===== config.mk =====
export PLATFORM = sky130hd
export DESIGN_NAME = lfu_slot_replacement_top
export DESIGN_NICKNAME = d
export VERILOG_FILES = /design/src/rtl/core/lfu_pkg.sv /design/src/rtl/core/lfu_ctrl.sv /design/src/rtl/core/lfu_dpath.sv /design/src/rtl/core/lfu_slot_replacement_top.sv
export VERILOG_INCLUDE_DIRS = /design/src /design/src/rtl/core
export SDC_FILE = /design/constraint.sdc
export NUM_CORES = 2
export LEC_CHECK = 0
export ABC_AREA = 1
export BUFFER_PORTS_ARGS = -buffer_cell sky130_fd_sc_hd__buf_2
export CAP_MARGIN = 0
export CORE_MARGIN = 3
export CORE_UTILIZATION = 40
export DETAILED_ROUTE_END_ITERATION = 12
export HOLD_SLACK_MARGIN = 0.1
export PLACE_DENSITY = 0.66
export RECOVER_POWER = 25
export SLEW_MARGIN = 30
export SYNTH_ARGS = -nofsm -noshare
export SYNTH_HDL_FRONTEND = slang
export SYNTH_HIERARCHICAL = 1
export SYNTH_SLANG_ARGS = --single-unit

===== constraint.sdc =====
create_clock -name clk -period 17.7 [get_ports clk]
set_input_delay 3.54 -clock clk [delete_from_list [all_inputs] [get_ports clk]]
set_output_delay 3.54 -clock clk [all_outputs]
set_load 0.05 [all_outputs]

===== src/rtl/core/lfu_slot_replacement_top_macros.svh =====
// Assertion macros shared by the slot table modules.
// No dependencies; included by the files that carry assertions.
`ifndef LFU_SLOT_REPLACEMENT_TOP_MACROS_SVH
`define LFU_SLOT_REPLACEMENT_TOP_MACROS_SVH
`ifndef SYNTH
`define LFU_ASSERT_IMP(label, clk, rst_n, ante, cons, msg) \
    label: assert property (@(posedge clk) disable iff (!rst_n) (ante) |-> (cons)) \
        else $error(msg);
`define LFU_ASSERT_NXT(label, clk, rst_n, ante, cons, msg) \
    label: assert property (@(posedge clk) disable iff (!rst_n) (ante) |=> (cons)) \
        else $error(msg);
`else
`define LFU_ASSERT_IMP(label, clk, rst_n, ante, cons, msg)
`define LFU_ASSERT_NXT(label, clk, rst_n, ante, cons, msg)
`endif
`endif


===== src/rtl/core/lfu_pkg.sv =====
// Shared types for the LFU slot table: controller states and commands.
// No dependencies.
package lfu_pkg;
    typedef enum logic [2:0] {
        ST_IDLE   = 3'b001,
        ST_UPDATE = 3'b010,
        ST_OUTPUT = 3'b100
    } lfu_state_t;

    typedef struct packed {
        logic capture;
        logic update;
    } lfu_cmd_t;
endpackage


===== src/rtl/core/lfu_ctrl.sv =====
// Controller state machine for the LFU slot table.
// Depends on lfu_pkg and the assertion macro header.
`include "lfu_slot_replacement_top_macros.svh"
module lfu_ctrl (
    input  logic                clk,
    input  logic                rst_n,
    input  logic                in_valid,
    output logic                in_ready,
    output logic                out_valid,
    input  logic                out_ready,
    output lfu_pkg::lfu_cmd_t   cmd
);
    import lfu_pkg::*;

    lfu_state_t state_reg, state_next;

    // Capture an item when idle or as the result leaves, update the table next, then hold the result.
    always_comb
    begin
        state_next = state_reg;
        case (state_reg)
            ST_IDLE:   if (in_valid) state_next = ST_UPDATE;
            ST_UPDATE: state_next = ST_OUTPUT;
            ST_OUTPUT: if (out_ready) state_next = in_valid ? ST_UPDATE : ST_IDLE;
            default:   state_next = ST_IDLE;
        endcase
    end

    always_ff @(posedge clk or negedge rst_n)
    begin
        if (!rst_n) state_reg <= ST_IDLE;
        else        state_reg <= state_next;
    end

    // A new transaction is taken as soon as the previous result leaves.
    assign in_ready    = (state_reg == ST_IDLE) || (state_reg == ST_OUTPUT && out_ready);
    assign out_valid   = (state_reg == ST_OUTPUT);
    assign cmd.capture = in_valid && in_ready;
    assign cmd.update  = (state_reg == ST_UPDATE);

    `LFU_ASSERT_NXT(a_cap_upd, clk, rst_n, cmd.capture, cmd.update, "capture not followed by update")
    `LFU_ASSERT_NXT(a_upd_out, clk, rst_n, cmd.update, out_valid, "update not followed by result")
    `LFU_ASSERT_IMP(a_onehot, clk, rst_n, 1'b1, $onehot(state_reg), "state not one-hot")
endmodule


===== src/rtl/core/lfu_dpath.sv =====
// Datapath of the LFU slot table: slot registers, match, minimum search, shift.
// Depends on lfu_pkg and the assertion macro header.
`include "lfu_slot_replacement_top_macros.svh"
module lfu_dpath #(
    parameter int SLOTS     = 16,
    parameter int ID_BITS   = 8,
    parameter int VOTE_BITS = 16
) (
    input  logic                 clk,
    input  logic                 rst_n,
    input  lfu_pkg::lfu_cmd_t    cmd,
    input  logic [4:0]           active_slots,
    input  logic [ID_BITS-1:0]   candidate,
    output logic                 hit,
    output logic                 evicted,
    output logic [ID_BITS-1:0]   evicted_id,
    output logic [VOTE_BITS-1:0] votes_now
);
    import lfu_pkg::*;

    localparam int CW = $clog2(SLOTS + 1);
    localparam int IW = (SLOTS > 1) ? $clog2(SLOTS) : 1;
    localparam int P2 = 1 << IW;
    localparam logic [VOTE_BITS-1:0] VMAX = {VOTE_BITS{1'b1}};

    logic [ID_BITS-1:0]   ident_reg [SLOTS];
    logic [VOTE_BITS-1:0] votes_reg [SLOTS];
    logic [CW-1:0]        filled_reg;
    logic [ID_BITS-1:0]   cand_reg;
    logic [CW-1:0]        limit_reg;
    logic [SLOTS-1:0]     match_reg;
    logic [IW-1:0]        pick_reg;
    logic                 hit_reg, evicted_reg;
    logic [ID_BITS-1:0]   evid_reg;
    logic [VOTE_BITS-1:0] vnow_reg;

    logic [SLOTS-1:0]     match;
    logic [IW-1:0]        pick;
    logic [CW-1:0]        limit;
    logic [5:0]           lim6;
    logic [VOTE_BITS-1:0] hit_votes;
    logic                 is_hit;
    logic                 is_append;

    logic [VOTE_BITS-1:0] node_votes [1:2*P2-1];
    logic [IW-1:0]        node_idx   [1:2*P2-1];
    logic                 node_used  [1:2*P2-1];

    // Effective slot count: register clamped to one..SLOTS.
    always_comb
    begin
        lim6 = {1'b0, active_slots};
        if (lim6 == 6'd0) lim6 = 6'd1;
        if (32'(lim6) > SLOTS) limit = CW'(SLOTS);
        else limit = CW'(lim6);
    end

    // Per-slot compare against the incoming identifier, registered on acceptance.
    always_comb
    begin
        for (int i = 0; i < SLOTS; i++)
            match[i] = (CW'(i) < filled_reg) && (ident_reg[i] == candidate);
    end

    // Oldest least-voted slot among the filled entries, found by a balanced tree.
    // On equal counts the lower (older) side wins.
    always_comb
    begin
        for (int i = 0; i < P2; i++)
        begin
            node_idx[P2 + i]   = IW'(i);
            node_used[P2 + i]  = (i < SLOTS) && (CW'(i) < filled_reg);
            node_votes[P2 + i] = (i < SLOTS) ? votes_reg[i % SLOTS] : '0;
        end
        for (int n = P2 - 1; n >= 1; n--)
        begin
            if (node_used[2*n + 1] && (node_votes[2*n + 1] < node_votes[2*n]))
            begin
                node_votes[n] = node_votes[2*n + 1];
                node_idx[n]   = node_idx[2*n + 1];
            end
            else
            begin
                node_votes[n] = node_votes[2*n];
                node_idx[n]   = node_idx[2*n];
            end
            node_used[n] = node_used[2*n] || node_used[2*n + 1];
        end
        pick = node_idx[1];
    end

    // Count held by the matching slot, if any.
    always_comb
    begin
        hit_votes = '0;
        for (int i = 0; i < SLOTS; i++)
            if (match_reg[i])
                hit_votes = hit_votes | votes_reg[i];
    end

    assign is_hit    = |match_reg;
    assign is_append = (filled_reg < limit_reg);

    // Capture stage: register the candidate, the limit and the compare result.
    always_ff @(posedge clk)
    begin
        if (cmd.capture)
        begin
            cand_reg  <= candidate;
            limit_reg <= limit;
            match_reg <= match;
        end
    end

    // The table is stable outside the update edge, so the search result is
    // always current by the time it is used.
    always_ff @(posedge clk)
    begin
        pick_reg <= pick;
    end

    always_ff @(posedge clk or negedge rst_n)
    begin
        if (!rst_n) filled_reg <= '0;
        else if (cmd.update && !is_hit && is_append)
            filled_reg <= filled_reg + 1'b1;
    end

    // Update stage: increment on a hit, append, or evict and shift.
    always_ff @(posedge clk)
    begin
        if (cmd.update)
        begin
            if (is_hit)
            begin
                for (int i = 0; i < SLOTS; i++)
                    if (match_reg[i] && votes_reg[i] != VMAX)
                        votes_reg[i] <= votes_reg[i] + 1'b1;
            end
            else if (is_append)
            begin
                ident_reg[filled_reg[IW-1:0]] <= cand_reg;
                votes_reg[filled_reg[IW-1:0]] <= VOTE_BITS'(1);
            end
            else
            begin
                for (int i = 0; i < SLOTS; i++)
                begin
                    if (CW'(i) + 1'b1 == filled_reg)
                    begin
                        ident_reg[i] <= cand_reg;
                        votes_reg[i] <= VOTE_BITS'(1);
                    end
                    else if (IW'(i) >= pick_reg && CW'(i) + 1'b1 < filled_reg && i + 1 < SLOTS)
                    begin
                        ident_reg[i] <= ident_reg[(i + 1) % SLOTS];
                        votes_reg[i] <= votes_reg[(i + 1) % SLOTS];
                    end
                end
            end
        end
    end

    // Result registers, loaded on the update edge.
    always_ff @(posedge clk)
    begin
        if (cmd.update)
        begin
            hit_reg     <= is_hit;
            evicted_reg <= !is_hit && !is_append;
            evid_reg    <= (!is_hit && !is_append) ? ident_reg[pick_reg] : '0;
            vnow_reg    <= !is_hit ? VOTE_BITS'(1) :
                           (hit_votes != VMAX) ? hit_votes + 1'b1 : VMAX;
        end
    end

    assign hit        = hit_reg;
    assign evicted    = evicted_reg;
    assign evicted_id = evid_reg;
    assign votes_now  = vnow_reg;

    `LFU_ASSERT_IMP(a_match1, clk, rst_n, cmd.update, $onehot0(match_reg), "id held twice")
    `LFU_ASSERT_IMP(a_fill, clk, rst_n, 1'b1, 32'(filled_reg) <= SLOTS, "fill beyond slots")
    `LFU_ASSERT_NXT(a_hitev, clk, rst_n, cmd.update, !(hit_reg && evicted_reg), "hit with eviction")
endmodule


===== src/rtl/core/lfu_slot_replacement_top.sv =====
// Top level of the LFU slot table: configuration register, controller, datapath.
// Depends on lfu_pkg, lfu_ctrl and lfu_dpath.
//
//  channel   signals                        direction
//  input     in_valid, in_ready, candidate  in
//  output    out_valid, out_ready, results  out
//  config    cfg_we, cfg_wdata              in
//
// In each transaction the slot compare is registered at the accepting edge,
// and the slot registers are updated on the next edge.
// The result is presented from the cycle after the update and held until taken;
// the next item is accepted in the cycle the result leaves, and an output
// stall delays that acceptance.
// Reset empties the table and sets active_slots to 16.
module lfu_slot_replacement_top #(
    parameter int SLOTS     = 16,
    parameter int ID_BITS   = 8,
    parameter int VOTE_BITS = 16
) (
    input  logic                 clk,
    input  logic                 rst_n,
    input  logic                 cfg_we,
    input  logic [4:0]           cfg_wdata,
    input  logic                 in_valid,
    output logic                 in_ready,
    input  logic [ID_BITS-1:0]   candidate,
    output logic                 out_valid,
    input  logic                 out_ready,
    output logic                 hit,
    output logic                 evicted,
    output logic [ID_BITS-1:0]   evicted_id,
    output logic [VOTE_BITS-1:0] votes_now
);
    import lfu_pkg::*;

    lfu_cmd_t   cmd;
    logic [4:0] active_slots_reg;

    // Configuration register.
    always_ff @(posedge clk or negedge rst_n)
    begin
        if (!rst_n)      active_slots_reg <= 5'd16;
        else if (cfg_we) active_slots_reg <= cfg_wdata;
    end

    lfu_ctrl u_ctrl (
        .clk(clk), .rst_n(rst_n), .in_valid(in_valid), .in_ready(in_ready),
        .out_valid(out_valid), .out_ready(out_ready), .cmd(cmd)
    );

    lfu_dpath #(.SLOTS(SLOTS), .ID_BITS(ID_BITS), .VOTE_BITS(VOTE_BITS)) u_dpath (
        .clk(clk), .rst_n(rst_n), .cmd(cmd), .active_slots(active_slots_reg),
        .candidate(candidate), .hit(hit), .evicted(evicted),
        .evicted_id(evicted_id), .votes_now(votes_now)
    );
endmodule

======== After elaboration in Yosys (flattened, before gate mapping) ========
Memories as Yosys holds them, arrays and structs flattened. A register that Yosys moved wholly into a read port is not among the register bits.
Index checks and enable logic that the tools add are counted.
word-level totals
  output and inout bits ................... 28
  memories ................................ 2
  bits in registers ....................... 64
  input bits .............................. 18
  logic and storage cells ................. 623
  memory bits (writable) .................. 384
operators by class
  multiplexer cells ....................... 341
  reductions and logical operators ........ 88
  $add $sub $neg .......................... 18
  equal/unequal tests ..................... 54
  $lt $le $gt $ge ......................... 48
  bitwise logic cells ..................... 61
memory list
  memory             depth  bits a word  rd ports  clocked after memory_dff  wr ports  RTL line         text
  u_dpath.votes_reg  16     16           16        0                         16        lfu_dpath.sv:27  logic [VOTE_BITS-1:0] votes_reg [SLOTS];
  u_dpath.ident_reg  16     8            17        1                         16        lfu_dpath.sv:26  logic [ID_BITS-1:0] ident_reg [SLOTS];
operator list
  kind                                                                         count
  16-bit two-way mux                                                           63
  16-bit by 1-bit adder with 16-bit output, second input constant              17
  16-bit inequality test, second input constant                                17
  1-bit two-way mux                                                            248
  16-bit less-than comparator                                                  15
  16-bit OR                                                                    15
  8-bit == test                                                                16
  8-bit two-way mux                                                            16
  1-bit logical AND                                                            67
  1-bit OR                                                                     46
  4-bit by 5-bit == test with 1-bit output, first input constant               8
  4-bit by 5-bit less-than comparator with 1-bit output, first input constant  8
  16-bit OR reduction                                                          2
  4-bit >= comparator, first input constant                                    7
  3-bit by 5-bit == test with 1-bit output, first input constant               4
  3-bit by 5-bit less-than comparator with 1-bit output, first input constant  4
  3-bit by 4-bit >= comparator with 1-bit output, first input constant         4
  1-bit logical OR                                                             12
  3-bit two-way mux                                                            4
  4-bit two-way mux                                                            3
  2-bit by 5-bit == test with 1-bit output, first input constant               2
  1-bit by 5-bit less-than comparator with 1-bit output, first input constant  2
  2-bit by 5-bit less-than comparator with 1-bit output, first input constant  2
  2-bit two-way mux                                                            5
  18 further kinds                                                             23

======== Longest topological paths before layout ========
An unclocked memory read counts as a cell.
  depth in word-level cells ............... 34
  mapped depth ............................ 51
  gate-level depth less buffers ........... 47

======== Cells and area by module ========
The synthesis kept the hierarchy.
modules (own cells, without submodules)
  module                    cells each  seq. area each (um2)  area an instance (um2)  instances
  lfu_dpath                 5076        10825.4               35388.9                 1
  lfu_slot_replacement_top  21          126.4                 186.4                   1
  lfu_ctrl                  25          76.3                  171.4                   1

======== Worst setup path after synthesis ========
No wires, ideal clock.
  kind .................................... input port to output port
  from .................................... input port out_ready
  to ...................................... output port in_ready
  stages .................................. 2
  arrival ................................. 4.074 ns
  slack ................................... 10.086 ns
  cells stage by stage .................... inv_1 > o21ai_2
on the way
  longest elaborated chain between the ends .. 2
RTL lines
  what               RTL line                        text
  from (decl)        lfu_slot_replacement_top.sv:28  input logic out_ready,
  1-bit logical AND  lfu_ctrl.sv:36                  assign in_ready = (state_reg == ST_IDLE) || (state_reg == ST_OUTPUT && out_ready);
  1-bit logical OR   lfu_ctrl.sv:36
  to (decl)          lfu_slot_replacement_top.sv:25  output logic in_ready,
No other way between the ends.

==> flow_metrics.env <==
export IMPL_netlist_area_leader_share_pct=15.4
export IMPL_worst_path_max_delay_cell="sky130_fd_sc_hd__dfrtp_1"
export IMPL_most_used_cells_in_the_layout_excluding_fill_and_tap_cells="sky130_fd_sc_hd__nand2_1 (1126), sky130_fd_sc_hd__inv_1 (590), sky130_fd_sc_hd__o21ai_0 (560)"
export IMPL_postSynthRegisterBits=456
export IMPL_powerDensity_nw_per_um2=136
export IMPL_post_route_cells_drive_above_1_share_pct=4.70
export IMPL_netSwitchingPower_mw=2.43
export IMPL_leakagePower_nw=17.0
export IMPL_tritoncts_clock_tree="built"
export IMPL_violations="max-capacitance violations, max-slew violations"
export IMPL_wire_per_inst_um=24.4
export IMPL_numClockSinks=456
export IMPL_routed_via_count=38400
export IMPL_yosysWarnings=6
export IMPL_comb_power_share_pct=43.1
export IMPL_detail_route_vias_per_cell=6.13
export IMPL_first_global_vias=34800
export IMPL_timing_hold_worst_class="register to register"
export IMPL_track_usage_pct=31.6
export IMPL_totalNegativeSetupSlack_ns=0
export IMPL_cts_made_buffers=57
export IMPL_route_final_wire_length_um=153000
export IMPL_hold_violations=0
export IMPL_drt_pass1_iter_count=8
export IMPL_finalCriticalPeriod_ns=8.82
export IMPL_synth_enable_flop_cells=183
export IMPL_synthDominantAreaCellType="sky130_fd_sc_hd__edfxtp_1"
export IMPL_cp_data_arrival_time_ns=9.36
export IMPL_dr_first_iter_drc_count=5810
export IMPL_final_fill_count=9161
export IMPL_initial_core_utilization_pct=40.4
export IMPL_die_area_sq_um=93000
export IMPL_power_frac_clock_pct=23.4
export IMPL_antennaDiodeCount=0
export IMPL_internal_power_mw=2.84
export IMPL_status="finished with violations"
export IMPL_reg2reg_depth=35
export IMPL_synthTopCellsByArea="sky130_fd_sc_hd__edfxtp_1 (15%), sky130_fd_sc_hd__dfxtp_1 (15%), sky130_fd_sc_hd__nand2_1 (12%), sky130_fd_sc_hd__ha_1 (8.6%), sky130_fd_sc_hd__o21ai_0 (7.9%)"
export IMPL_synth_async_sr_flop_share_pct=2.85
export IMPL_timing_fmax_mhz=113
export IMPL_path_clk_slew_ns=0.06
export IMPL_cap_violations=13
export IMPL_slew_headroom_pct=-119
export IMPL_worst_path_largest_cell_delay_ns=0.65
export IMPL_syn_nets=5385
export IMPL_cts_path_max_buffers=3
export IMPL_mostFrequentLayoutCell="sky130_fd_sc_hd__nand2_1"
export IMPL_worst_setup_path_type="register to register"
export IMPL_rsz0062_at_grt="false"
export IMPL_largest_register_ffs=256
export IMPL_placement_io_buffers=45
export IMPL_cts_hold_buffers=0
export IMPL_dominantRegCellSynth="sky130_fd_sc_hd__dfxtp_1"
export IMPL_worstPathRequired_ns=18.24
export IMPL_synthesis_instances=5122
export IMPL_grt_first_pass_wirelength_um=225000
export IMPL_fp_coreArea_sq_um=88500
export IMPL_share_seq_of_total_power_pct=33.5
export IMPL_pin_count_of_the_biggest_net_entering_global_routing=76
export IMPL_detailedPlacementHpwl_um=117000
export IMPL_fin_skew_ns=0.0465
export IMPL_synth_area_per_cell_sq_um=6.98
export IMPL_y_dimension_of_the_die_um=305
export IMPL_worstPathMaxFanout=33
export IMPL_sort_of_element_at_the_end_of_the_critical_path="register"
export IMPL_timing_final_setup_violations=0
export IMPL_number_of_antenna_violations_at_the_first_check_in_global_routing=5
export IMPL_synth_yosys_seq_area_share_pct=30.9
export IMPL_timing_final_max_slew_violations=335
export IMPL_num_io_pins=46
export IMPL_h_tree_level_count=2
export IMPL_postRouteAntennaNets=0
export IMPL_area_growth_synth_to_final_pct=8.70
export IMPL_cts_setup_buffers=0
export IMPL_hold_depth=2
export IMPL_worst_pin_slew_ns=3.28
export IMPL_timing_hold_ws_ns=0.475
export IMPL_clock_latency_reported_for_the_late_side_of_the_worst_skew_pair_ns=0.67
export IMPL_standard_cell_rows=109
export IMPL_dieWidth_um=305
export IMPL_layout_worst_path_cycle_share_pct=49.8
export IMPL_netlist_area_pre_place_sq_um=35700
export IMPL_drc_errors=0
export IMPL_switching_share_pct=46.1
export IMPL_finalNetCount=5317
export IMPL_cts_resized_gates=0
export IMPL_ys_types=68
export IMPL_gpl_final_weighted_congestion=1.05
export IMPL_clock_tree_root_cell="sky130_fd_sc_hd__clkbuf_16"
export IMPL_kind_of_start_point_of_the_critical_path="register"
export IMPL_peakVddDrop_uv=92.7
export IMPL_gr_total_overflow=0
-- layout make-up --
type | instances | area, sq um | share of cell area (%)
Timing Repair Buffer | 84 | 460 | 1.18
Inverter | 621 | 2340 | 6.02
Sequential cell | 456 | 11000 | 28.4
Clock buffer | 78 | 1600 | 4.11
Multi-Input combinational cell | 3834 | 21600 | 55.6
Tap cell | 1165 | 1460 | 3.75
Clock inverter | 30 | 357 | 0.918
-- power by group through the flow --
| stage | combinational, mW | sequential, mW | clock [mW] |
|---|---|---|---|
| after global placement | 2.17 | 1.75 | 0 |
| final | 2.27 | 1.77 | 1.24 |
| after floorplan | 1.60 | 1.59 | 0 |
| after global routing | 2.54 | 1.77 | 1.29 |
| after CTS | 2.21 | 1.73 | 1.25 |
| after detailed placement | 2.20 | 1.75 | 0 |
-- worst paths after layout --
kind,start,end,slack (ns)
worst max-delay path,u_dpath/filled_reg[3],u_dpath/pick_reg[0],8.88
worst min-delay path,u_dpath/votes_reg[12][15],u_dpath/votes_reg[12][15],0.48
worst max register to register,u_dpath/filled_reg[3],u_dpath/pick_reg[0],8.88
worst min register to register,u_dpath/votes_reg[12][15],u_dpath/votes_reg[12][15],0.48
max in group asynchronous,rst_n,active_slots_reg[2],14.05
min in group asynchronous,rst_n,u_dpath/filled_reg[1],3.03
-- cells in the mapped netlist, types with 29 or more instances --
master,number
sky130_fd_sc_hd__a211oi_1,101
sky130_fd_sc_hd__a21oi_1,313
sky130_fd_sc_hd__a221oi_1,84
sky130_fd_sc_hd__a31oi_1,78
sky130_fd_sc_hd__clkbuf_1,176
sky130_fd_sc_hd__dfxtp_1,260
sky130_fd_sc_hd__edfxtp_1,183
sky130_fd_sc_hd__ha_1,245
sky130_fd_sc_hd__inv_1,587
sky130_fd_sc_hd__nand2_1,1126
sky130_fd_sc_hd__nand3_1,222
sky130_fd_sc_hd__nand4_1,60
sky130_fd_sc_hd__nor2_1,348
sky130_fd_sc_hd__nor3_1,130
sky130_fd_sc_hd__nor4_1,39
sky130_fd_sc_hd__o21ai_0,563
sky130_fd_sc_hd__o22ai_1,102
sky130_fd_sc_hd__xnor2_1,29
sky130_fd_sc_hd__xor2_1,192
-- layer usage --
metal  vias up  global-route usage (%)  part of all wire, %
met5         -                       0               0.0085
met4         4                    16.9                  6.3
met3       525                    6.37                   12
met2      2502                    47.8                   42
met1     17800                    42.4                   40
li1      17500                       -                    -
-- logic make-up (layout without fill, tap and decap cells) --
| logic type | count (synthesis) | count (layout) | synth area share (%) |
|---|---|---|---|
| DFF | 456 | 456 | 30.9 |
| xor gates and xnor gates | 221 | 221 | 5.41 |
| and+or+nand+nor | 1996 | 1996 | 23.7 |
| adders and majority gates | 245 | 245 | 8.58 |
| AOI/OAI and AO/OA | 1362 | 1362 | 22.3 |
| muxes | 10 | 10 | 0.287 |
| buffers and inverters | 832 | 813 | 8.86 |
-- stage by stage --
| step | power, mW | instances | util, % | cell area [sq um] | setup WS, ns |
|---|---|---|---|---|---|
| 2_1_floorplan | 3.19 | 5122 | - | 35700 | 10.09 |
| 3_3_place_gp | 3.93 | 6160 | 41.7 | 37000 | 9.24 |
| 3_5_place_dp | 3.95 | 6160 | 41.8 | 37000 | 9.15 |
| 4_1_cts | 5.20 | 6268 | 44.0 | 38900 | 9.08 |
| 5_1_grt | 5.61 | 6268 | 43.9 | 38900 | 8.23 |
| 6_report | 5.27 | 6268 | 43.9 | 38900 | 8.88 |
-- critical path: cells and delay by family (launching register included) --
kind	cells	cell delay, ns
adder cells (fa/ha/maj)	3	1.08
AO/OA/AOI/OAI	13	2.76
flip-flops	1	0.65
buffers and inverters	3	1.48
AND/OR/NAND/NOR	16	2.67
Note: power is estimated with default switching activity, not from simulation.
